==> config.mk <==
export PLATFORM = sky130hd
export DESIGN_NAME = stack_with_middle_delete_core
export DESIGN_NICKNAME = d
export VERILOG_FILES = /design/src/rtl/core/stkmd_pkg.sv /design/src/rtl/core/stkmd_cell.sv /design/src/rtl/core/stack_with_middle_delete_core.sv
export SDC_FILE = /design/constraint.sdc
export NUM_CORES = 1
export LEC_CHECK = 0
export BUFFER_PORTS_ARGS = -buffer_cell sky130_fd_sc_hd__buf_2
export CORE_AREA = 2 2 279 281
export DETAILED_ROUTE_END_ITERATION = 7
export DIE_AREA = 0 0 281 283
export GPL_TIMING_DRIVEN = 0
export PLACE_DENSITY = 0.75
export SLEW_MARGIN = 20
export SYNTH_ARGS = -nofsm -noshare
export SYNTH_HDL_FRONTEND = slang
export SYNTH_SLANG_ARGS = --single-unit
==> constraint.sdc <==
create_clock -name clk -period 14.3 [get_ports clk]
set_input_delay 0 -clock clk [delete_from_list [all_inputs] [get_ports clk]]
set_output_delay 0 -clock clk [all_outputs]
set_load 0.1 [all_outputs]
==> src/rtl/core/stkmd_pkg.sv <==
// ----------------------------------------------------------------------------
// stkmd_pkg
// Shared types and codes for the stack with middle delete: the word type,
// the operation and status codes, and the per-cycle control of a stack cell.
// ----------------------------------------------------------------------------
package stkmd_pkg;

    localparam int WORD_W = 32;

    typedef logic signed [WORD_W-1:0] word_t;

    // Operation codes of a request.
    localparam logic [1:0] OP_PUSH = 2'd0;
    localparam logic [1:0] OP_POP  = 2'd1;
    localparam logic [1:0] OP_MID  = 2'd2;
    localparam logic [1:0] OP_PEEK = 2'd3;

    // Status codes of a result.
    localparam logic [1:0] ST_OK    = 2'd0;
    localparam logic [1:0] ST_FULL  = 2'd1;
    localparam logic [1:0] ST_EMPTY = 2'd2;

    // Word returned when the stack is empty.
    localparam word_t EMPTY_WORD = '1;

    // Control broadcast to every cell of the chain in one cycle.
    typedef struct packed {
        logic push;      // shift toward the bottom, new word enters at the top
        logic pop;       // shift toward the top
        logic del;       // cells at or below the removed place shift toward the top
        logic load_rd;   // copy each stored word into the read-out chain
        logic shift_rd;  // move the read-out chain one cell toward the top
    } cell_ctrl_t;

endpackage

==> src/rtl/core/stkmd_cell.sv <==
// ----------------------------------------------------------------------------
// stkmd_cell
// One place of the stack. Cell 0 holds the top word. Each cell takes its
// next word from its upper or lower neighbor and keeps one stage of the
// read-out chain that carries a removed word up to cell 0.
// ----------------------------------------------------------------------------
module stkmd_cell #(
    parameter int DEPTH = 16,
    parameter int IDX   = 0
) (
    input  logic                      clk,
    input  stkmd_pkg::cell_ctrl_t     ctrl,
    input  logic [$clog2(DEPTH)-1:0]  del_pos,
    input  stkmd_pkg::word_t          up_data,
    input  stkmd_pkg::word_t          dn_data,
    input  stkmd_pkg::word_t          dn_rd,
    output stkmd_pkg::word_t          data,
    output stkmd_pkg::word_t          rd
);
    import stkmd_pkg::*;

    localparam int IW = $clog2(DEPTH);

    word_t data_reg;
    word_t data_next;
    word_t rd_reg;
    word_t rd_next;
    logic  at_or_below;

    // This cell lies at or below the removed place (counted from the top).
    assign at_or_below = IW'(IDX) >= del_pos;

    // Stored word: take from a neighbor according to the operation.
    always_comb
    begin
        data_next = data_reg;
        if (ctrl.push)
        begin
            data_next = up_data;
        end
        else if (ctrl.pop || (ctrl.del && at_or_below))
        begin
            data_next = dn_data;
        end
    end

    // Read-out chain: load the stored word, then move toward the top.
    always_comb
    begin
        rd_next = rd_reg;
        if (ctrl.load_rd)
        begin
            rd_next = data_reg;
        end
        else if (ctrl.shift_rd)
        begin
            rd_next = dn_rd;
        end
    end

    always_ff @(posedge clk)
    begin
        data_reg <= data_next;
        rd_reg   <= rd_next;
    end

    assign data = data_reg;
    assign rd   = rd_reg;

endmodule

==> src/rtl/core/stack_with_middle_delete_core.sv <==
// ----------------------------------------------------------------------------
// stack_with_middle_delete_core
// Bounded LIFO stack of signed words built as a chain of cells with the top
// at cell 0. Push, pop, peek and remove-middle, one result beat per request.
// ----------------------------------------------------------------------------
// Push, pop and peek: result in the cycle after the request, one request a cycle while busy is low.
// Remove-middle: the removed word climbs the read-out chain one cell a cycle
//   from place t = ceil((count-1)/2) up to cell 0, and then the result comes;
//   busy stays high meanwhile. Empty or t = 0 is answered like a pop.
// Reset clears the fill count and the sequencer; stored words are undefined
// until pushed. The receiver cannot stall: done is high for exactly one cycle.
module stack_with_middle_delete_core #(
    parameter int DEPTH = 16
) (
    input  logic                    clk,
    input  logic                    rst_n,
    input  logic                    start,
    output logic                    busy,
    input  logic [1:0]              op,
    input  stkmd_pkg::word_t        push_value,
    output logic                    done,
    output stkmd_pkg::word_t        read_value,
    output logic [1:0]              status,
    output logic [4:0]              fill_count
);
    import stkmd_pkg::*;

    localparam int CW = $clog2(DEPTH + 1);
    localparam int IW = $clog2(DEPTH);

    localparam logic S_IDLE  = 1'b0;
    localparam logic S_DRAIN = 1'b1;

    logic          state_reg;
    logic          state_next;
    logic [CW-1:0] count_reg;
    logic [CW-1:0] count_next;
    logic [IW-1:0] remain_reg;
    logic [IW-1:0] remain_next;
    logic          done_reg;
    logic          done_next;
    word_t         value_reg;
    word_t         value_next;
    logic [1:0]    status_reg;
    logic [1:0]    status_next;

    cell_ctrl_t    ctrl;
    logic          accept;
    logic          is_full;
    logic          is_empty;
    logic [CW-1:0] cnt_m1;
    logic [CW-1:0] mid_off;
    logic [IW-1:0] del_pos;

    word_t         data_w [DEPTH];
    word_t         rd_w   [DEPTH];

    assign busy     = (state_reg == S_DRAIN);
    assign accept   = start && !busy;
    assign is_full  = (count_reg == CW'(DEPTH));
    assign is_empty = (count_reg == '0);

    // Place of the middle entry counted from the top: count-1-(count-1)/2.
    assign cnt_m1  = count_reg - CW'(1);
    assign mid_off = cnt_m1 - (cnt_m1 >> 1);
    assign del_pos = mid_off[IW-1:0];

    // Chain of cells; cell 0 is the top of the stack.
    for (genvar i = 0; i < DEPTH; i++)
    begin : g_cell
        word_t up_d;
        word_t dn_d;
        word_t dn_r;

        if (i == 0)
        begin : g_top
            assign up_d = push_value;
        end
        else
        begin : g_mid
            assign up_d = data_w[i-1];
        end

        if (i == DEPTH - 1)
        begin : g_bot
            assign dn_d = data_w[i];
            assign dn_r = rd_w[i];
        end
        else
        begin : g_low
            assign dn_d = data_w[i+1];
            assign dn_r = rd_w[i+1];
        end

        stkmd_cell #(
            .DEPTH (DEPTH),
            .IDX   (i)
        ) u_cell (
            .clk     (clk),
            .ctrl    (ctrl),
            .del_pos (del_pos),
            .up_data (up_d),
            .dn_data (dn_d),
            .dn_rd   (dn_r),
            .data    (data_w[i]),
            .rd      (rd_w[i])
        );
    end

    // Request decode and read-out sequencing.
    always_comb
    begin
        state_next  = state_reg;
        count_next  = count_reg;
        remain_next = remain_reg;
        done_next   = 1'b0;
        value_next  = value_reg;
        status_next = status_reg;
        ctrl        = '0;

        case (state_reg)
            S_IDLE:
            begin
                if (accept)
                begin
                    done_next   = 1'b1;
                    value_next  = '0;
                    status_next = ST_OK;
                    if (op == OP_PUSH)
                    begin
                        if (is_full)
                        begin
                            status_next = ST_FULL;
                        end
                        else
                        begin
                            ctrl.push  = 1'b1;
                            count_next = count_reg + CW'(1);
                        end
                    end
                    else if (is_empty)
                    begin
                        status_next = ST_EMPTY;
                        value_next  = EMPTY_WORD;
                    end
                    else
                    begin
                        case (op)
                            OP_POP:
                            begin
                                value_next = data_w[0];
                                ctrl.pop   = 1'b1;
                                count_next = cnt_m1;
                            end
                            OP_PEEK:
                            begin
                                value_next = data_w[0];
                            end
                            OP_MID:
                            begin
                                ctrl.del     = 1'b1;
                                ctrl.load_rd = 1'b1;
                                count_next   = cnt_m1;
                                if (del_pos == '0)
                                begin
                                    value_next = data_w[0];
                                end
                                else
                                begin
                                    done_next   = 1'b0;
                                    remain_next = del_pos;
                                    state_next  = S_DRAIN;
                                end
                            end
                            default:
                            begin
                                value_next = '0;
                            end
                        endcase
                    end
                end
            end
            S_DRAIN:
            begin
                if (remain_reg != '0)
                begin
                    ctrl.shift_rd = 1'b1;
                    remain_next   = remain_reg - IW'(1);
                end
                else
                begin
                    value_next = rd_w[0];
                    done_next  = 1'b1;
                    state_next = S_IDLE;
                end
            end
            default:
            begin
                state_next = S_IDLE;
            end
        endcase
    end

    // Control registers.
    always_ff @(posedge clk or negedge rst_n)
    begin
        if (!rst_n)
        begin
            state_reg  <= S_IDLE;
            count_reg  <= '0;
            remain_reg <= '0;
            done_reg   <= 1'b0;
        end
        else
        begin
            state_reg  <= state_next;
            count_reg  <= count_next;
            remain_reg <= remain_next;
            done_reg   <= done_next;
        end
    end

    // Result payload registers.
    always_ff @(posedge clk)
    begin
        value_reg  <= value_next;
        status_reg <= status_next;
    end

    assign done       = done_reg;
    assign read_value = value_reg;
    assign status     = status_reg;
    assign fill_count = 5'(count_reg);

    // The fill count never passes the capacity.
    a_count_bound: assert property (@(posedge clk) disable iff (!rst_n)
        count_reg <= CW'(DEPTH))
        else $error("fill count above capacity");

    // A result beat follows an accepted request or the end of a read-out.
    a_done_source: assert property (@(posedge clk) disable iff (!rst_n)
        done |-> ($past(start && !busy) || $past(state_reg == S_DRAIN)))
        else $error("result beat without a request");

    // An empty report leaves the stack empty.
    a_empty_count: assert property (@(posedge clk) disable iff (!rst_n)
        (done && status == ST_EMPTY) |-> (count_reg == '0))
        else $error("empty status with entries held");

    // A dropped push is only reported when the stack is full.
    a_full_count: assert property (@(posedge clk) disable iff (!rst_n)
        (done && status == ST_FULL) |-> (count_reg == CW'(DEPTH)))
        else $error("full status below capacity");

endmodule

# ---- Yosys cells after proc, flatten, opt, wreduce, memory -nomap -nowiden
# Index checks and enable logic that the tools add are counted.
dict set report word_totals {
  reg_bits 1069
  out_inout_bits 41
  word_cells 234
}
dict set report op_classes {
  add_sub_neg 4
  magnitude_cmp 15
  n_eq_ne 13
  mux 104
  bitwise 1
  n_reduce_logical 59
}
# op count
set ops {}
lappend ops {{two-way mux 32 bit} 65}
lappend ops {{one-hot mux 32 bit (2 select lines)} 2}
lappend ops {{nonzero test 2 bit} 17}
lappend ops {{two-way mux 4 bit} 8}
lappend ops {{greater-or-equal comparator 4 bit, first input constant} 7}
lappend ops {{two-way mux 5 bit} 4}
lappend ops {{two-way mux 1 bit} 17}
lappend ops {{greater-or-equal comparator 3 x 4 -> 1 bit, first input constant} 4}
lappend ops {{logical AND 1 bit} 16}
lappend ops {{logical OR 1 bit} 15}
lappend ops {{!= test 2 bit, second input constant} 6}
lappend ops {{greater-or-equal comparator 1 x 4 -> 1 bit, first input constant} 2}
lappend ops {{greater-or-equal comparator 2 x 4 -> 1 bit, first input constant} 2}
lappend ops {{one-hot mux 4 bit (2 select lines)} 1}
lappend ops {{two-way mux 2 bit} 3}
lappend ops {{two-way mux 3 bit} 2}
lappend ops {{!= test 2 x 1 -> 1 bit, second input constant} 3}
lappend ops {{AND reduction 6 bit} 1}
lappend ops {{adder 5 x 1 -> 5 bit, second input constant} 1}
lappend ops {{== test 5 bit, second input constant} 1}
lappend ops {{logical NOT 5 bit} 1}
lappend ops {{AND reduction 5 bit} 1}
lappend ops {{subtractor 5 x 1 -> 5 bit, second input constant} 1}
lappend ops {{== test 2 bit, second input constant} 2}
lappend ops {{other kinds (11)} 14}

# ---- Logic depth before layout (Yosys ltp)
dict set report logic_depth {
  ltp_word 10
  mapped_depth 13
  depth_no_buf 10
}

# ---- By module
# A second synthesis with hierarchy kept.
dict set report unflattened {
  cells_unflattened 2422
  hier_area_um2 50911.3
}
# mod n_inst cells_each area_each_um2 seq_area_each_um2
set modules_own_cells {}
lappend modules_own_cells {{stkmd_cell at g_cell[12].u_cell ...} 3 139 3025.4 1921.8}
lappend modules_own_cells {{stkmd_cell at g_cell[4].u_cell ...} 2 140 3027.9 1921.8}
lappend modules_own_cells {{stkmd_cell at g_cell[0].u_cell ...} 2 139 3024.2 1921.8}
lappend modules_own_cells {{stkmd_cell at g_cell[13].u_cell ...} 2 139 3022.9 1921.8}
lappend modules_own_cells {{stkmd_cell at g_cell[11].u_cell ...} 2 139 3021.6 1921.8}
lappend modules_own_cells {{stkmd_cell at g_cell[10].u_cell} 1 141 3036.7 1921.8}
lappend modules_own_cells {{stkmd_cell at g_cell[1].u_cell} 1 139 3027.9 1921.8}
lappend modules_own_cells {{stkmd_cell at g_cell[5].u_cell} 1 140 3026.7 1921.8}
lappend modules_own_cells {{stkmd_cell at g_cell[7].u_cell} 1 140 3021.6 1921.8}
lappend modules_own_cells {{stkmd_cell at g_cell[15].u_cell} 1 138 3019.1 1921.8}
lappend modules_own_cells {stack_with_middle_delete_core 1 193 2509.9 1296.2}

# ---- Worst setup path after synthesis
# No wires, ideal clock.
dict set report synth_timing {
  path_kind {register -> register}
  start {register count_reg[0], in the netlist fill_count[0]}
  end {register g_cell[0].u_cell.rd_reg[0], enable pin}
  setup_ns 0.868
  arrival_ns 12.941
  t_required_ns 13.432
  path_slack_ns 0.491
  path_stages_with_launch 12
  synth_period_minus_slack_ns 13.809
  path_cell_list {dfrtp_1 > buf_2 > inv_1 > ha_1 > buf_2 > nor4b_1 > nor3b_1 > nand2_1 > buf_2 > buf_2 > buf_2 > nand2_1}
}
dict set report synth_via {
  elab_chain_cells 6
}
# item line_no
set synth_lines {}
lappend synth_lines {{from (decl)} stack_with_middle_delete_core.sv:36} ;# logic [CW-1:0] count_reg;
lappend synth_lines {{from (signal assigned)} stack_with_middle_delete_core.sv:217} ;# count_reg <= count_next;
lappend synth_lines {{logical NOT 5 bit} stack_with_middle_delete_core.sv:61} ;# assign is_empty = (count_reg == '0);
lappend synth_lines {{two-way mux 3 bit} stack_with_middle_delete_core.sv:141} ;# else if (is_empty)
lappend synth_lines {{two-way mux 3 bit} stack_with_middle_delete_core.sv:129} ;# if (op == OP_PUSH)
lappend synth_lines {{two-way mux 4 bit} stack_with_middle_delete_core.sv:124} ;# if (accept)
lappend synth_lines {{two-way mux 4 bit} stack_with_middle_delete_core.sv:121} ;# case (state_reg)
lappend synth_lines {{nonzero test 2 bit (no line)} -}
lappend synth_lines {{to (signal assigned)} stkmd_cell.sv:64} ;# rd_reg <= rd_next;
lappend synth_lines {{to (decl)} stkmd_cell.sv:26} ;# word_t rd_reg;
# Every way passes these cells.
# A chain may end at the register's enable or synchronous reset.

# ---- Worst setup path after layout
dict set report layout_timing {
  start {register count_reg[0], in the netlist fill_count[0]}
  end {register g_cell[14].u_cell.rd_reg[14], enable pin}
}
dict set report layout_via {
  elab_chain_cells 6
}
# item line_no
set layout_lines {}
lappend layout_lines {{logical NOT 5 bit} stack_with_middle_delete_core.sv:61}
lappend layout_lines {{two-way mux 3 bit} stack_with_middle_delete_core.sv:141}
lappend layout_lines {{two-way mux 3 bit} stack_with_middle_delete_core.sv:129}
lappend layout_lines {{two-way mux 4 bit} stack_with_middle_delete_core.sv:124}
lappend layout_lines {{two-way mux 4 bit} stack_with_middle_delete_core.sv:121}
lappend layout_lines {{nonzero test 2 bit (no line)} -}
lappend layout_lines {{to (signal assigned)} stkmd_cell.sv:64}
lappend layout_lines {{to (decl)} stkmd_cell.sv:26}
# Every way passes these cells.

==> flow_metrics.py <==
metrics = {
    "synth": {
        "synthFlopType": "edfxtp_1",
        "synth_top_family_by_area": "simple AND/OR/NAND/NOR gates",
        "synth.cell_area_um2": 45500,
        "synth-warning-count": 0,
        "syn_inst": 4457,
        "syn_avg_cell_area_um2": 10.2,
        "synth_xor_area_share_pct": 0.325,
        "yosys.area_share.simple_pct": 25.0,
        "synthAdderAreaFrac_pct": 0.292,
        "async_flop_share_pct": 1.03,
        "synth_compound_area_share_pct": 1.54,
        "muxShareOfSynthArea_pct": 0.0661,
        "ys_types": 42,
        "synth_edf_count": 1058,
        "synth_nets": 4504,
        "synth_seq_cells": 1069,
        "ys_seq_area_share_pct": 70.5,
    },
    "drt": {
        "drtIter0Drc": 2963,
        "first_pass_iters": 5,
        "drc_errors": 0,
        "vias": 30500,
        "wl_mm": 106,
        "routed_via_density": 5.23,
        "ant_nets": 0,
        "post_drt_wl_per_cell_um": 18.2,
    },
    "run": {
        "maxCapViolCount": 0,
    },
    "floorplan": {
        "die_area_um2": 79500,
        "die_w_um": 281,
        "num_rows": 102,
        "core_area_um2": 76700,
        "die_y_um": 283,
        "io_pins": 78,
        "initial_core_util_pct": 59.3,
    },
    "cts": {
        "cts_root_buf": "clkbuf_16",
        "cts_sinks": 1069,
        "clk_pin_slew_worst_paths_ns": 0.06,
        "cts_tree": "built",
        "cts_made_buffers": 106,
        "htreeDepth": 3,
        "clk_latency_ns": 0.68,
        "cts_buffer_depth": 3,
    },
    "setup_path": {
        "cp-end-kind": "register",
        "max_stage_delay_ns": 0.68,
        "path_depth": 14,
        "crit_path_start_kind": "register",
        "path_cells": "buf_2 -> inv_1 -> ha_1 -> buf_2 -> nor4b_1 -> nor3b_1 -> nand2_1 -> buf_2 -> buf_2 -> buf_2 -> nand2_4 -> buf_16 -> buf_12 -> buf_16",
        "crit_slowest_cell": "nor4b_1",
        "cp.required_ns": 14.67,
        "path_class": "reg -> reg",
        "crit_top_cell": "buf_2",
        "worst-r2r-setup-slack_ns": 9.12,
        "path_max_fanout": 54,
        "crit_arrival_ns": 5.55,
        "worstReg2RegEnd": "g_cell[14].u_cell.rd[14]",
        "crit_family": "buffers and inverters",
        "r2r_start": "fill_count[0]",
        "cp_num_buf_inv": 9,
        "reg2reg_depth": 14,
    },
    "timing": {
        "tightest_slew_ns": 0.945,
        "slew_headroom_pct": 37.0,
        "clock-skew-final_ns": 0.0256,
        "finalHoldViolCount": 0,
        "setup_viol": 0,
        "max_clock_freq_mhz": 193,
        "period_share_pct": 36.2,
        "rsz0062_at_grt": "false",
        "fin_crit_ns": 5.18,
        "finalMaxSlewViolations": 0,
    },
    "global_routing": {
        "grt_pass1_wl_mm": 165,
        "grt_max_degree": 57,
        "grt_usage_pct": 26.9,
        "antenna_found_initial": 1,
        "grt_pass1_vias": 30400,
        "overflow": 0,
    },
    "cells_and_area": {
        "syn_to_final_growth_pct": 13.7,
        "design_area_um2": 51700,
        "fin_nets": 4753,
        "final_layout_size_suffix_gt1_share_pct": 7.20,
        "fin_util_pct": 67.4,
        "antennaDiodeCount": 0,
        "fillers": 5733,
        "mostFrequentLayoutCells": "nand2_1, edfxtp_1, clkbuf_1",
        "final_common_cell": "nand2_1",
    },
    "min_path": {
        "whs_path_depth": 3,
        "hold_class": "in -> reg",
        "hold_path_end": "read_value[30]",
        "hold_start": "op[0]",
    },
    "placed_design": {
        "place_congestion": 0.842,
        "place_area_um2": 48000,
        "dp_hpwl_mm": 76.5,
        "place.port_buffers": 77,
    },
    "pwr": {
        "peakVddDrop_mv": 0.129,
        "leakage_nw": 21.9,
        "finalPower_mw": 10.9,
        "p_per_area_nw_per_um2": 212,
    },
    "outcome": {
        "status": "complete, no violations",
    },
}
power by group:
part | switching [mW] | internal, mW
combinational | 1.92 | 0.804
clock | 1.16 | 1.54
sequential | 0.462 | 5.05
routing by layer:
layer | track usage, % | routed length, um | share of wire, % | up-vias
met4 | 10.5 | 3720 | 3.5 | 0
met5 | 0 | 0 | 0 | -
met1 | 32.6 | 40800 | 38 | 14200
met3 | 3.74 | 6500 | 6.1 | 194
met2 | 48.4 | 55000 | 52 | 1024
li1 | - | - | - | 15100
through the flow:
stage / hold WS (ns) / setup slack, ns / setup TNS [ns] / std cells
final: 0.0919 / 9.12 / 0 / 5829
after floorplan: -0.296 / 0.491 / 0 / 4457
after global placement: -0.119 / -5.95 / -2821.17 / 5574
after detailed placement: -0.114 / 9.21 / 0 / 5601
after CTS: 0.0729 / 9.18 / 0 / 5829
after global routing: 0.136 / 8.86 / 0 / 5829
worst max-delay path by stage:
stage	from	end
after floorplan	fill_count[0]	g_cell[0].u_cell.rd[0]
after global routing	fill_count[0]	g_cell[13].u_cell.rd[13]
after detailed placement	fill_count[0]	g_cell[13].u_cell.rd[16]
after global placement	fill_count[0]	g_cell[13].u_cell.rd[15]
final	fill_count[0]	g_cell[14].u_cell.rd[14]
after CTS	fill_count[0]	g_cell[13].u_cell.rd[15]
what timing repair did:
| action | 4_1_cts | 5_1_grt |
|---|---|---|
| hold buffers | 37 | 0 |
| setup buffers | 0 | 0 |
| endpoints found under the hold margin | 49 | 0 |
| gates resized for setup | 0 | 0 |
area by class of cell:
cell class	count	area (um^2)	area share (%)
multi-input combinational	3132	12500	24.2
inverter	15	56.3	0.109
clock buffer	134	2820	5.46
tap	1040	1300	2.52
clock inverter	57	519	1.00
sequential	1069	32000	62.0
buffer	241	1000	1.94
timing repair buffer	141	1420	2.75
synth_stat cells (all sizes together), types with 2 or more instances:
| cell | instances | area share (%) |
|---|---|---|
| a21o | 3 | 0.050 |
| a21oi | 37 | 0.41 |
| a221oi | 3 | 0.11 |
| a31oi | 2 | 0.028 |
| a41oi | 31 | 0.60 |
| and2 | 5 | 0.069 |
| buf | 85 | 0.91 |
| clkbuf | 156 | 1.3 |
| dfrtp | 11 | 0.61 |
| edfxtp | 1058 | 70 |
| ha | 9 | 0.25 |
| inv | 15 | 0.12 |
| mux2i | 3 | 0.066 |
| nand2 | 2964 | 24 |
| nand2b | 3 | 0.041 |
| nand3 | 3 | 0.033 |
| nand4 | 3 | 0.041 |
| nor2 | 14 | 0.12 |
| nor3 | 2 | 0.022 |
| nor3b | 3 | 0.050 |
| o21ai | 17 | 0.19 |
| o22ai | 2 | 0.028 |
| xnor2 | 8 | 0.15 |
| xor2 | 6 | 0.12 |
logic make-up (layout without fill, tap and decap cells):
logic type,after synthesis,count (layout)
flip-flops,1069,1069
AO/OA/AOI/OAI,101,101
AND/OR/NAND/NOR,3003,3003
XOR/XNOR,15,15
buffers and inverters,256,588
multiplexers,3,3
adder cells (fa/ha/maj),10,10
worst register-to-register path, stage by stage, from the launching register on:
cell	delay (ns)
dfrtp_1	0.41
buf_2	0.20
inv_1	0.08
ha_1	0.13
buf_2	0.21
nor4b_1	0.68
nor3b_1	0.13
nand2_1	0.15
buf_2	0.50
buf_2	0.57
buf_2	0.51
nand2_4	0.40
buf_16	0.35
buf_12	0.24
buf_16	0.26
Note: power is estimated with default switching activity, not from simulation.
